===== src/set_assoc_cache_fifo_lookup_assert.svh =====
// Assertion macros shared by the cache lookup RTL
`ifndef SET_ASSOC_CACHE_FIFO_LOOKUP_ASSERT_SVH
`define SET_ASSOC_CACHE_FIFO_LOOKUP_ASSERT_SVH

// same-cycle implication, disabled during reset
`define SACF_ASSERT_NOW(label, clk, rst_n, ante, cons) \
    label: assert property (@(posedge clk) disable iff (!rst_n) (ante) |-> (cons)) \
        else $error("sacf assertion failed");

// next-cycle implication, disabled during reset
`define SACF_ASSERT_NEXT(label, clk, rst_n, ante, cons) \
    label: assert property (@(posedge clk) disable iff (!rst_n) (ante) |=> (cons)) \
        else $error("sacf assertion failed");

`endif


===== src/sacf_pkg.sv =====
// Shared types and constants for the set-associative cache lookup
`default_nettype none

package sacf_pkg;

    localparam int LINES_DEFAULT  = 64;
    localparam int ADDR_W_DEFAULT = 16;

    // configuration register indexes
    localparam logic [1:0] CFG_OFFSET_BITS = 2'd0;
    localparam logic [1:0] CFG_SET_BITS    = 2'd1;
    localparam logic [1:0] CFG_WAY_BITS    = 2'd2;

    typedef enum logic [1:0] {
        ST_IDLE,
        ST_READ,
        ST_CMP,
        ST_FINISH
    } state_t;

    // clamped geometry
    typedef struct packed {
        logic [3:0] ob;
        logic [2:0] sb;
        logic [2:0] wb;
    } geom_t;

    typedef struct packed {
        logic        rd_en;
        logic [5:0]  rd_line;
        logic        wr_en;
        logic [5:0]  wr_line;
        logic [15:0] wr_tag;
        logic        fifo_rd_en;
        logic [5:0]  fifo_rd_set;
        logic        fifo_wr_en;
        logic [5:0]  fifo_wr_set;
        logic [5:0]  fifo_wr_ptr;
    } store_req_t;

    typedef struct packed {
        logic        rd_valid;
        logic [15:0] rd_tag;
        logic [5:0]  fifo_ptr;
    } store_rsp_t;

endpackage

`default_nettype wire


===== src/sacf_split.sv =====
// Geometry clamp and address split into offset, set and tag
`default_nettype none

module sacf_split #(
    parameter int ADDR_W = sacf_pkg::ADDR_W_DEFAULT
) (
    input  wire logic [15:0]    address,
    input  wire logic [3:0]     offset_bits,
    input  wire logic [2:0]     set_bits,
    input  wire logic [2:0]     way_bits,
    output sacf_pkg::geom_t     geom,
    output logic [7:0]          offset,
    output logic [5:0]          set_index,
    output logic [15:0]         tag
);

    localparam int KEEP = (ADDR_W < 16) ? ADDR_W : 16;
    localparam logic [15:0] AMASK = 16'(16'hFFFF >> (16 - KEEP));

    logic [15:0] addr_m;
    logic [15:0] off_full;
    logic [15:0] set_sh;
    logic [4:0]  tag_sh;
    logic [2:0]  way_lim;

    always_comb
    begin
        geom.ob = (offset_bits > 4'd8) ? 4'd8 : offset_bits;
        geom.sb = (set_bits > 3'd6) ? 3'd6 : set_bits;
        way_lim = 3'(3'd6 - geom.sb);
        geom.wb = (way_bits > way_lim) ? way_lim : way_bits;

        addr_m    = address & AMASK;
        off_full  = addr_m & ~(16'hFFFF << geom.ob);
        offset    = off_full[7:0];
        set_sh    = addr_m >> geom.ob;
        set_index = set_sh[5:0] & ~(6'h3F << geom.sb);
        tag_sh    = 5'({1'b0, geom.ob} + {2'b00, geom.sb});
        tag       = addr_m >> tag_sh;
    end

endmodule

`default_nettype wire


===== src/sacf_store.sv =====
// Tag memory, line valid bits and per-set FIFO pointer memory
`default_nettype none

module sacf_store #(
    parameter int LINES = sacf_pkg::LINES_DEFAULT
) (
    input  wire logic                 clk,
    input  wire logic                 rst_n,
    input  wire sacf_pkg::store_req_t req,
    output sacf_pkg::store_rsp_t      rsp
);

    // at most 64 lines are reachable with six set+way bits
    localparam int SD = (LINES < 64) ? LINES : 64;
    localparam int IW = (SD > 1) ? $clog2(SD) : 1;

    logic [15:0]   tag_mem [SD];
    logic [5:0]    fifo_mem [SD];
    logic [SD-1:0] valid_reg;
    logic [SD-1:0] fifo_ok_reg;

    logic [15:0] tag_rd_reg;
    logic        line_ok_reg;
    logic [5:0]  fifo_rd_reg;
    logic        fifo_rd_ok_reg;

    logic       rd_in_range;
    logic       wr_in_range;
    logic       fwr_in_range;
    logic [5:0] fifo_rd_idx;

    assign rd_in_range  = {1'b0, req.rd_line} < 7'(SD);
    assign wr_in_range  = {1'b0, req.wr_line} < 7'(SD);
    assign fwr_in_range = {1'b0, req.fifo_wr_set} < 7'(SD);
    assign fifo_rd_idx  = req.fifo_rd_set & 6'(LINES - 1);

    always_ff @(posedge clk)
    begin
        if (req.wr_en && wr_in_range)
        begin
            tag_mem[req.wr_line[IW-1:0]] <= req.wr_tag;
        end
        if (req.rd_en)
        begin
            tag_rd_reg <= tag_mem[req.rd_line[IW-1:0]];
        end
        if (req.fifo_wr_en && fwr_in_range)
        begin
            fifo_mem[req.fifo_wr_set[IW-1:0]] <= req.fifo_wr_ptr;
        end
        if (req.fifo_rd_en)
        begin
            fifo_rd_reg <= fifo_mem[fifo_rd_idx[IW-1:0]];
        end
    end

    always_ff @(posedge clk or negedge rst_n)
    begin
        if (!rst_n)
        begin
            valid_reg      <= '0;
            fifo_ok_reg    <= '0;
            line_ok_reg    <= 1'b0;
            fifo_rd_ok_reg <= 1'b0;
        end
        else
        begin
            if (req.wr_en && wr_in_range)
            begin
                valid_reg[req.wr_line[IW-1:0]] <= 1'b1;
            end
            if (req.fifo_wr_en && fwr_in_range)
            begin
                fifo_ok_reg[req.fifo_wr_set[IW-1:0]] <= 1'b1;
            end
            if (req.rd_en)
            begin
                line_ok_reg <= rd_in_range && valid_reg[req.rd_line[IW-1:0]];
            end
            if (req.fifo_rd_en)
            begin
                fifo_rd_ok_reg <= fifo_ok_reg[fifo_rd_idx[IW-1:0]];
            end
        end
    end

    assign rsp.rd_valid = line_ok_reg;
    assign rsp.rd_tag   = tag_rd_reg;
    // pointer never written reads as zero
    assign rsp.fifo_ptr = fifo_rd_ok_reg ? fifo_rd_reg : 6'd0;

endmodule

`default_nettype wire


===== src/set_assoc_cache_fifo_lookup.sv =====
// Set-associative cache lookup with FIFO replacement, top level
//
//  port group              dir   handshake
//  cfg_we/index/data       in    written at any edge with cfg_we high
//  start + address         in    taken when start high and busy low
//  done + hit/tag/...      out   one-cycle strobe, no back-pressure
//
//  One tag memory read per way, a read state then a compare state for each, ways
//  scanned in order until a hit or the last way of the set.
//  done is registered from the FINISH state, which follows the last compare.
//  busy drops in the cycle done is shown; a new word may be taken then.
//  Reset clears line valid bits and FIFO pointers at once; no clearing pass.
//  Results cannot be stalled by the receiver.
`default_nettype none
`include "set_assoc_cache_fifo_lookup_assert.svh"

module set_assoc_cache_fifo_lookup #(
    parameter int LINES  = sacf_pkg::LINES_DEFAULT,
    parameter int ADDR_W = sacf_pkg::ADDR_W_DEFAULT
) (
    input  wire logic        clk,
    input  wire logic        rst_n,
    input  wire logic        cfg_we,
    input  wire logic [1:0]  cfg_index,
    input  wire logic [3:0]  cfg_data,
    input  wire logic        start,
    input  wire logic [15:0] address,
    output logic             busy,
    output logic             done,
    output logic             hit,
    output logic [15:0]      tag,
    output logic [5:0]       set_index,
    output logic [7:0]       offset,
    output logic [5:0]       way
);

    sacf_pkg::state_t state_reg, state_next;

    logic [3:0] offset_bits_reg;
    logic [2:0] set_bits_reg;
    logic [2:0] way_bits_reg;

    logic [2:0]  wb_reg, wb_next;
    logic [5:0]  set_reg, set_next;
    logic [15:0] tag_reg, tag_next;
    logic [7:0]  off_reg, off_next;
    logic [5:0]  w_reg, w_next;
    logic        hit_reg, hit_next;
    logic        free_reg, free_next;
    logic [5:0]  free_way_reg, free_way_next;
    logic [5:0]  way_reg, way_next;
    logic        done_reg, done_next;

    sacf_pkg::geom_t      geom;
    logic [7:0]           sp_offset;
    logic [5:0]           sp_set;
    logic [15:0]          sp_tag;
    sacf_pkg::store_req_t req;
    sacf_pkg::store_rsp_t rsp;

    logic [5:0] wmask;
    logic [5:0] base;
    logic [5:0] victim;
    logic       match;

    sacf_split #(
        .ADDR_W (ADDR_W)
    ) u_split (
        .address     (address),
        .offset_bits (offset_bits_reg),
        .set_bits    (set_bits_reg),
        .way_bits    (way_bits_reg),
        .geom        (geom),
        .offset      (sp_offset),
        .set_index   (sp_set),
        .tag         (sp_tag)
    );

    sacf_store #(
        .LINES (LINES)
    ) u_store (
        .clk   (clk),
        .rst_n (rst_n),
        .req   (req),
        .rsp   (rsp)
    );

    always_ff @(posedge clk or negedge rst_n)
    begin
        if (!rst_n)
        begin
            offset_bits_reg <= 4'd4;
            set_bits_reg    <= 3'd3;
            way_bits_reg    <= 3'd0;
        end
        else if (cfg_we)
        begin
            unique case (cfg_index)
                sacf_pkg::CFG_OFFSET_BITS: offset_bits_reg <= cfg_data;
                sacf_pkg::CFG_SET_BITS:    set_bits_reg    <= cfg_data[2:0];
                sacf_pkg::CFG_WAY_BITS:    way_bits_reg    <= cfg_data[2:0];
                default:                   ;
            endcase
        end
    end

    always_ff @(posedge clk or negedge rst_n)
    begin
        if (!rst_n)
        begin
            state_reg <= sacf_pkg::ST_IDLE;
            done_reg  <= 1'b0;
            hit_reg   <= 1'b0;
            free_reg  <= 1'b0;
        end
        else
        begin
            state_reg <= state_next;
            done_reg  <= done_next;
            hit_reg   <= hit_next;
            free_reg  <= free_next;
        end
    end

    always_ff @(posedge clk)
    begin
        wb_reg       <= wb_next;
        set_reg      <= set_next;
        tag_reg      <= tag_next;
        off_reg      <= off_next;
        w_reg        <= w_next;
        free_way_reg <= free_way_next;
        way_reg      <= way_next;
    end

    // ways - 1, and first line of the set
    assign wmask  = 6'(~(6'h3F << wb_reg));
    assign base   = 6'(set_reg << wb_reg);
    assign victim = rsp.fifo_ptr & wmask;
    assign match  = rsp.rd_valid && (rsp.rd_tag == tag_reg);

    always_comb
    begin
        state_next    = state_reg;
        wb_next       = wb_reg;
        set_next      = set_reg;
        tag_next      = tag_reg;
        off_next      = off_reg;
        w_next        = w_reg;
        hit_next      = hit_reg;
        free_next     = free_reg;
        free_way_next = free_way_reg;
        way_next      = way_reg;
        done_next     = 1'b0;
        req           = '0;

        unique case (state_reg)
            sacf_pkg::ST_IDLE:
            begin
                if (start)
                begin
                    wb_next         = geom.wb;
                    set_next        = sp_set;
                    tag_next        = sp_tag;
                    off_next        = sp_offset;
                    w_next          = 6'd0;
                    hit_next        = 1'b0;
                    free_next       = 1'b0;
                    req.fifo_rd_en  = 1'b1;
                    req.fifo_rd_set = sp_set;
                    state_next      = sacf_pkg::ST_READ;
                end
            end
            sacf_pkg::ST_READ:
            begin
                req.rd_en   = 1'b1;
                req.rd_line = base | w_reg;
                state_next  = sacf_pkg::ST_CMP;
            end
            sacf_pkg::ST_CMP:
            begin
                if (match)
                begin
                    hit_next   = 1'b1;
                    way_next   = w_reg;
                    state_next = sacf_pkg::ST_FINISH;
                end
                else
                begin
                    // first invalid way is the fill candidate
                    if (!rsp.rd_valid && !free_reg)
                    begin
                        free_next     = 1'b1;
                        free_way_next = w_reg;
                    end
                    if (w_reg == wmask)
                    begin
                        state_next = sacf_pkg::ST_FINISH;
                    end
                    else
                    begin
                        w_next     = 6'(w_reg + 6'd1);
                        state_next = sacf_pkg::ST_READ;
                    end
                end
            end
            sacf_pkg::ST_FINISH:
            begin
                if (!hit_reg)
                begin
                    way_next    = free_reg ? free_way_reg : victim;
                    req.wr_en   = 1'b1;
                    req.wr_line = base | way_next;
                    req.wr_tag  = tag_reg;
                    if (!free_reg)
                    begin
                        req.fifo_wr_en  = 1'b1;
                        req.fifo_wr_set = set_reg;
                        req.fifo_wr_ptr = 6'(victim + 6'd1) & wmask;
                    end
                end
                done_next  = 1'b1;
                state_next = sacf_pkg::ST_IDLE;
            end
            default:
            begin
                state_next = sacf_pkg::ST_IDLE;
            end
        endcase
    end

    assign busy      = (state_reg != sacf_pkg::ST_IDLE);
    assign done      = done_reg;
    assign hit       = hit_reg;
    assign tag       = tag_reg;
    assign set_index = set_reg;
    assign offset    = off_reg;
    assign way       = way_reg;

    `SACF_ASSERT_NOW(a_done_idle, clk, rst_n, done_reg, state_reg == sacf_pkg::ST_IDLE)
    `SACF_ASSERT_NEXT(a_start_read, clk, rst_n, start && !busy, state_reg == sacf_pkg::ST_READ)
    `SACF_ASSERT_NEXT(a_read_cmp, clk, rst_n, state_reg == sacf_pkg::ST_READ, state_reg == sacf_pkg::ST_CMP)
    `SACF_ASSERT_NOW(a_way_in_set, clk, rst_n, done_reg, (way_reg & ~wmask) == 6'd0)
    `SACF_ASSERT_NEXT(a_finish_done, clk, rst_n, state_reg == sacf_pkg::ST_FINISH, done_reg)

endmodule

`default_nettype wire


===== config.mk =====
export PLATFORM = sky130hd
export DESIGN_NAME = set_assoc_cache_fifo_lookup
export DESIGN_NICKNAME = d
export VERILOG_FILES = /design/src/sacf_pkg.sv /design/src/sacf_split.sv /design/src/sacf_store.sv /design/src/set_assoc_cache_fifo_lookup.sv
export VERILOG_INCLUDE_DIRS = /design/src /design/src/src
export SDC_FILE = /design/constraint.sdc
export NUM_CORES = 2
export LEC_CHECK = 0
export ABC_CLOCK_PERIOD_IN_PS = 6900
export BUFFER_PORTS_ARGS = -buffer_cell sky130_fd_sc_hd__buf_4
export CAP_MARGIN = 15
export CORE_ASPECT_RATIO = 1.4
export CORE_UTILIZATION = 30
export CTS_CLUSTER_SIZE = 14
export DETAILED_ROUTE_END_ITERATION = 10
export SLEW_MARGIN = 25
export SYNTH_ARGS = -nofsm -noshare
export SYNTH_HDL_FRONTEND = slang
export SYNTH_SLANG_ARGS = --single-unit

===== constraint.sdc =====
create_clock -name clk -period 6.9 [get_ports clk]
set_clock_uncertainty 0.2 [all_clocks]
set_input_delay 0.345 -clock clk [delete_from_list [all_inputs] [get_ports clk]]
set_output_delay 0.345 -clock clk [all_outputs]
set_load 0.01 [all_outputs]

Word-level counts from Yosys, hierarchy flattened
Memories as Yosys holds them, arrays and structs flattened. A register that Yosys moved wholly into a read port is not among the register bits.
Cells that the tools add are included.
{"block": "totals", "ff_bits": 196, "ram_bits": 1408, "input_bits": 26, "out_inout_bits": 39, "word_cells": 127, "memories": 2}
{"block": "classes", "n_addsub": 4, "magnitude_cmp": 9, "n_eq_ne": 13, "n_shift": 6, "muxes": 43, "n_bitwise": 12, "n_reduce_logical": 20}
{"memory": "u_store.tag_mem", "words": 64, "word_bits": 16, "rd": 1, "rd_ports_with_merged_regs": 1, "wr": 1, "line": "sacf_store.sv:17", "source": "logic [15:0] tag_mem [SD];"}
{"memory": "u_store.fifo_mem", "words": 64, "word_bits": 6, "rd": 1, "rd_ports_with_merged_regs": 1, "wr": 1, "line": "sacf_store.sv:18", "source": "logic [5:0] fifo_mem [SD];"}
{"operator": "bitwise OR 64 bit", "n": 2}
{"operator": "2-to-1 mux 23 bit", "n": 2}
{"operator": "2-to-1 mux 6 bit", "n": 7}
{"operator": "2-to-1 mux 13 bit", "n": 3}
{"operator": "< comparator 6 x 7 -> 1 bit, second input constant", "n": 4}
{"operator": "one-hot mux 6 bit (2 select lines)", "n": 2}
{"operator": "2-to-1 mux 7 bit", "n": 3}
{"operator": "AND 6 bit", "n": 3}
{"operator": "equality test 16 bit", "n": 1}
{"operator": "left shift 16 x 4 -> 8 bit, first input constant", "n": 1}
{"operator": "right shift 16 x 4 -> 6 bit", "n": 1}
{"operator": "right shift 16 x 5 -> 16 bit", "n": 1}
{"operator": "2-to-1 mux 1 bit", "n": 13}
{"operator": "adder 6 x 1 -> 6 bit, second input constant", "n": 2}
{"operator": "binary-select mux 1 bit (select 6 bit)", "n": 2}
{"operator": "demux 1 bit (select 6 bit)", "n": 2}
{"operator": ">= comparator 6 x 1 -> 1 bit, second input constant", "n": 2}
{"operator": "inequality test 2 bit, second input constant", "n": 6}
{"operator": "inverter 6 bit", "n": 2}
{"operator": "bitwise OR 6 bit", "n": 2}
{"operator": "left shift 6 x 3 -> 6 bit, first input constant", "n": 2}
{"operator": "AND reduction 3 bit", "n": 3}
{"operator": "AND 8 bit", "n": 1}
{"operator": "inverter 8 bit", "n": 1}
{"operator": "other kinds (21)", "n": 39}

Depth between registers and ports, before layout
{"block": "logic_depth", "word_depth": 13, "ltp_mapped": 15, "mapped_depth_nobuf": 14}

Cells and area by module
Synthesis repeated with hierarchy kept, for this count alone.
{"block": "unflattened", "cells_unflattened": 3103, "area_unflattened_um2": 64774.6}
{"module": "sacf_store", "n_inst": 1, "cells_per_inst": 2638, "area_each_um2": 59938.7, "seq_area_each_um2": 46194.3}
{"module": "set_assoc_cache_fifo_lookup", "n_inst": 1, "cells_per_inst": 279, "area_each_um2": 3233.1, "seq_area_each_um2": 1910.6}
{"module": "sacf_split", "n_inst": 1, "cells_per_inst": 186, "area_each_um2": 1602.8, "seq_area_each_um2": 0.0}

Worst setup path after synthesis
No wires, ideal clock.
{"block": "synth_timing", "kind": "flip-flop to flip-flop", "from": "register wb_reg[1]", "to": "memory u_store.fifo_mem[0][5] (data pin)", "setup_time_ns": 0.711, "arrival_time_ns": 4.169, "required_ns": 5.989, "slack_ns": 1.820, "path_stages_with_launch": 9, "path_buffers": 2, "period_less_slack_ns": 5.080, "cell_sequence": "edfxtp_1 buf_2 clkbuf_1 a21oi_1 nand3b_1 nor3_1 nand2_1 xnor2_1 nor3b_1"}
{"element": "start: declaration", "line": "set_assoc_cache_fifo_lookup.sv:43", "source": "logic [2:0] wb_reg, wb_next;"}
{"element": "start signal: assignment", "line": "set_assoc_cache_fifo_lookup.sv:127", "source": "wb_reg <= wb_next;"}
{"element": "end: declaration", "line": "sacf_store.sv:18"}

Final worst setup path
{"block": "layout_timing", "from": "register state_reg[1]", "to": "register u_store.fifo_rd_reg[1], read port of u_store.fifo_mem (data pin)"}
{"block": "layout_between", "elab_chain_cells": 2}
{"element": "start: declaration", "line": "set_assoc_cache_fifo_lookup.sv:37", "source": "sacf_pkg::state_t state_reg, state_next;"}
{"element": "start signal: assignment", "line": "set_assoc_cache_fifo_lookup.sv:111", "source": "state_reg <= sacf_pkg::ST_IDLE;"}
{"element": "start signal: assignment", "line": "set_assoc_cache_fifo_lookup.sv:118", "source": "state_reg <= state_next;"}
{"element": "zero test 2 bit", "line": "set_assoc_cache_fifo_lookup.sv:157", "source": "unique case (state_reg)"}
{"element": "2-to-1 mux 7 bit", "line": "set_assoc_cache_fifo_lookup.sv:157"}
{"element": "end: declaration", "line": "sacf_store.sv:24", "source": "logic [5:0] fifo_rd_reg;"}
Every way passes these cells.
A chain may end at the register's enable or synchronous reset.

==> run_results.csv <==
group,metric,value,unit
global_routing,grtUsageMet2,28.0,%
power_and_ir_drop,clockPowerShare,31.8,%
sta,rsz0062_at_grt,"false",
logic_synthesis,muxShareOfSynthArea,7.75,%
logic_synthesis,synth-async-reset-ratio,8.92,%
worst_setup_path,crit_arrival,5.25,ns
global_routing,grt_max_degree,131,
sta,setup_viol,0,
logic_synthesis,synth_seq_cells,1626,
flow_run,cap_violations,0,
worst_setup_path,reg2reg_setup_slack,1.98,ns
sta,finalHoldViolations,0,
worst_hold_path,min_path_type,"primary input to register",
global_routing,grt_use_met3,2.94,%
global_routing,use_met1,21.6,%
logic_synthesis,synth_compound_area_share,7.34,%
sta,maxSlewHeadroom,27.2,%
die,fp-row-count,204,
worst_setup_path,endpoint_kind,"register",
detailed_routing,num_vias,41100,
logic_synthesis,synth-edff-count,1481,
sta,setup-tns-final,0,ns
worst_setup_path,crit_start,"state_reg[1]",
sta,period_minus_slack,4.92,ns
sta,fmax,203,MHz
sta,worst_pin_slew,1.08,ns
finish,final_nets,4743,
finish,final_common_cell,"edfxtp_1",
run_status,status,"completed",
worst_setup_path,crit_required,7.23,ns
worst_setup_path,r2r-end,"u_store.fifo_rd_reg[1]",
finish,area_delta_synth_final,14.4,%
worst_setup_path,start_kind,"register",
clocking,insertion_delay,0.83,ns
die,dieWidth,401,µm
clocking,cts-root-buf,"clkbuf_16",
die,coreArea,0.221,mm²
finish,largest_reg_flops,1024,
sta,worst_hold_slack,0.134,ns
global_routing,track_usage,16.7,%
sta,fin_crit_sh,71.4,%
die,ios,65,
clocking,htreeDepth,4,
sta,slew_viol_final,0,
detailed_routing,route.detailed.drc,0,
logic_synthesis,yosys_most_used_dff,"edfxtp_1",
logic_synthesis,synth_nets,4649,
worst_setup_path,crit_fanout,101,
detailed_routing,ant_nets,0,
logic_synthesis,syn_inst,4611,
die,die_area,0.225,mm²
detailed_routing,wl_per_cell,25.1,µm
die,dieHeight,561,µm
power_and_ir_drop,p_int,18.3,mW
detailed_routing,drt_wl_total,194000,µm
clocking,numCtsBuffers,158,
power_and_ir_drop,power_leakage,25.8,nW
power_and_ir_drop,p_switching,8.68,mW
power_and_ir_drop,ir_drop,0.242,mV
logic_synthesis,syn_avg_cell_area,14.5,µm²
worst_setup_path,crit_chain,"or2_2 -> or2_2 -> buf_4 -> inv_4 -> buf_4 -> nand2_2 -> buf_12 -> o211a_1 -> nor3_1 -> nor3_1 -> o41ai_2 -> o21ai_1",
power_and_ir_drop,switching_share,32.2,%
clocking,clock-sinks,1626,
worst_setup_path,slowest_delay,0.59,ns
finish,layout_common_cells,"1,481 x edfxtp_1, 554 x nand2_1, 244 x nor2_1",
global_routing,gr-total-overflow,0,
logic_synthesis,ys_seq_area_share,71.8,%
clocking,cts_tree,"done",
finish,fillCellCount,20800,
logic_synthesis,netlist_area,0.0670,mm²
finish,drive_gt1_share,16.6,%
power_and_ir_drop,p_seq_share,44.1,%
power_and_ir_drop,comb_power_share,24.1,%
logic_synthesis,synth_warnings,0,
power_and_ir_drop,pwr_density_cell,352,mW/mm²
global_routing,grt_busiest_layer,"met2",
place,gp_congestion,0.886,
clocking,cts_buffer_depth,3,
logic_synthesis,yosys.area_share.simple,10.4,%
clocking,cts_resized,0,
logic_synthesis,synth_fa_ha_area_share,0.235,%
finish,final_cell_area,0.0767,mm²
finish,seqCellArea,0.0481,mm²
worst_setup_path,crit_path_top_delay_cell,"buf_4",
place,postPlaceCellArea,0.0713,mm²
detailed_routing,drt_iter0_markers,5059,
worst_setup_path,rr_startpoint,"state_reg[1]",
global_routing,grt_pass1_wl,281000,µm
worst_setup_path,crit_end,"u_store.fifo_rd_reg[1]",
detailed_routing,viasPerCell,5.32,
logic_synthesis,ys_types,78,
die,floorplan.initialDensity,30.3,%
worst_setup_path,path_class,"register to register",
worst_setup_path,rr_worst_depth,12,
finish,multi_input_comb_area,0.0177,mm²
place,dp_hpwl,117000,µm
global_routing,antenna_found_initial,9,
global_routing,grt_pass1_vias,39900,
clocking,cts.clk_slew.worst_paths,0.06,ns
detailed_routing,dr.pass1.iters,8,
worst_hold_path,holdPathStages,3,
logic_synthesis,synth_top_family_by_area,"simple AND/OR/NAND/NOR gates",
place,port_buffers,64,
logic_synthesis,synth_xor_xnor_area_share,0.379,%
-- power groups by stage --
stage          logic, mW  registers (mW)  clock network, mW
2_1_floorplan       4.04            11.8                  0
3_3_place_gp        6.35            12.1                  0
3_5_place_dp        6.41            12.1                  0
4_1_cts             6.45            11.9               8.67
5_1_grt             6.85            11.9               9.02
6_report            6.49            11.9               8.57
-- timing repair --
| action | 4_1_cts | 5_1_grt |
|---|---|---|
| setup buffers | 0 | 0 |
| hold endpoints to repair | 171 | 0 |
| endpoints found under the setup margin | 0 | 0 |
| hold buffers | 32 | 0 |
-- worst max-delay path, delay by kind of cell (launching register included) --
| family | cells | cell delay [ns] |
|---|---|---|
| flops | 1 | 0.41 |
| compound gates | 3 | 0.71 |
| buf+inv | 4 | 1.69 |
| simple gates | 5 | 1.48 |
-- metal layers --
metal / up-vias / routed length, µm
met1: 21000 / 76500
met2: 1923 / 94400
met3: 374 / 15500
li1: 17800 / -
met5: - / 0
met4: 0 / 7280
-- Yosys cell counts, types with 17 or more instances --
cell type,instances,area (µm²)
nand3_1,229,1150
a31oi_1,62,388
clkbuf_1,178,668
a22oi_1,17,128
o211ai_1,75,563
dfrtp_1,142,3550
nor3_1,109,546
o21ai_0,144,721
buf_1,34,128
inv_1,28,105
buf_2,86,430
or2_2,132,826
and3_1,31,194
or3_1,101,632
a32o_1,50,500
mux2_2,102,1150
xnor2_1,19,166
o2111ai_1,25,219
and2_1,25,156
nor2_1,258,968
a221oi_1,51,447
mux2i_1,231,2310
mux4_2,77,1730
a311oi_1,51,447
a21oi_1,127,636
o211a_1,24,240
edfxtp_1,1481,44500
nand2_1,559,2100
-- worst min path at each step --
stage	from	end	slack [ns]
final	cfg_data[1]	offset_bits_reg[1]	0.13
after global routing	cfg_data[2]	set_bits_reg[2]	0.11
after CTS	cfg_data[1]	offset_bits_reg[1]	0.09
after detailed placement	rst_n	u_store.valid_reg[36]	0.07
after global placement	rst_n	u_store.valid_reg[36]	0.07
after floorplan	rst_n	done	-0.15
-- final cells by class --
type	count	share of cell area, %
diodes	2	0.00653
clock buffers	213	5.59
clock inverters	80	1.01
inverters	31	0.158
multi-input cells	2648	23.1
flip-flops and latches	1626	62.7
well taps	2884	4.71
repair buffers	240	2.74
-- logic make-up (layout without fill, tap and decap cells) --
| group | Yosys count | after routing |
|---|---|---|
| other | 0 | 2 |
| AO/OA/AOI/OAI | 696 | 696 |
| multiplexers | 410 | 410 |
| buffers and inverters | 337 | 564 |
| adder cells (fa/ha/maj) | 12 | 12 |
| flip-flops | 1626 | 1626 |
| XOR/XNOR | 29 | 29 |
| AND/OR/NAND/NOR | 1501 | 1501 |
-- metrics by stage --
| step | setup slack [ns] | instances | power, mW | utilization, % |
|---|---|---|---|---|
| floorplan | 1.82 | 4611 | 15.8 | - |
| global placement | 2.06 | 7396 | 18.4 | 32.2 |
| detailed placement | 2.01 | 7396 | 18.5 | 32.2 |
| CTS | 1.98 | 7721 | 27.0 | 34.6 |
| global route | 1.73 | 7722 | 27.8 | 34.6 |
| finish | 1.98 | 7724 | 27.0 | 34.6 |
Note: power is estimated with default switching activity, not from simulation.
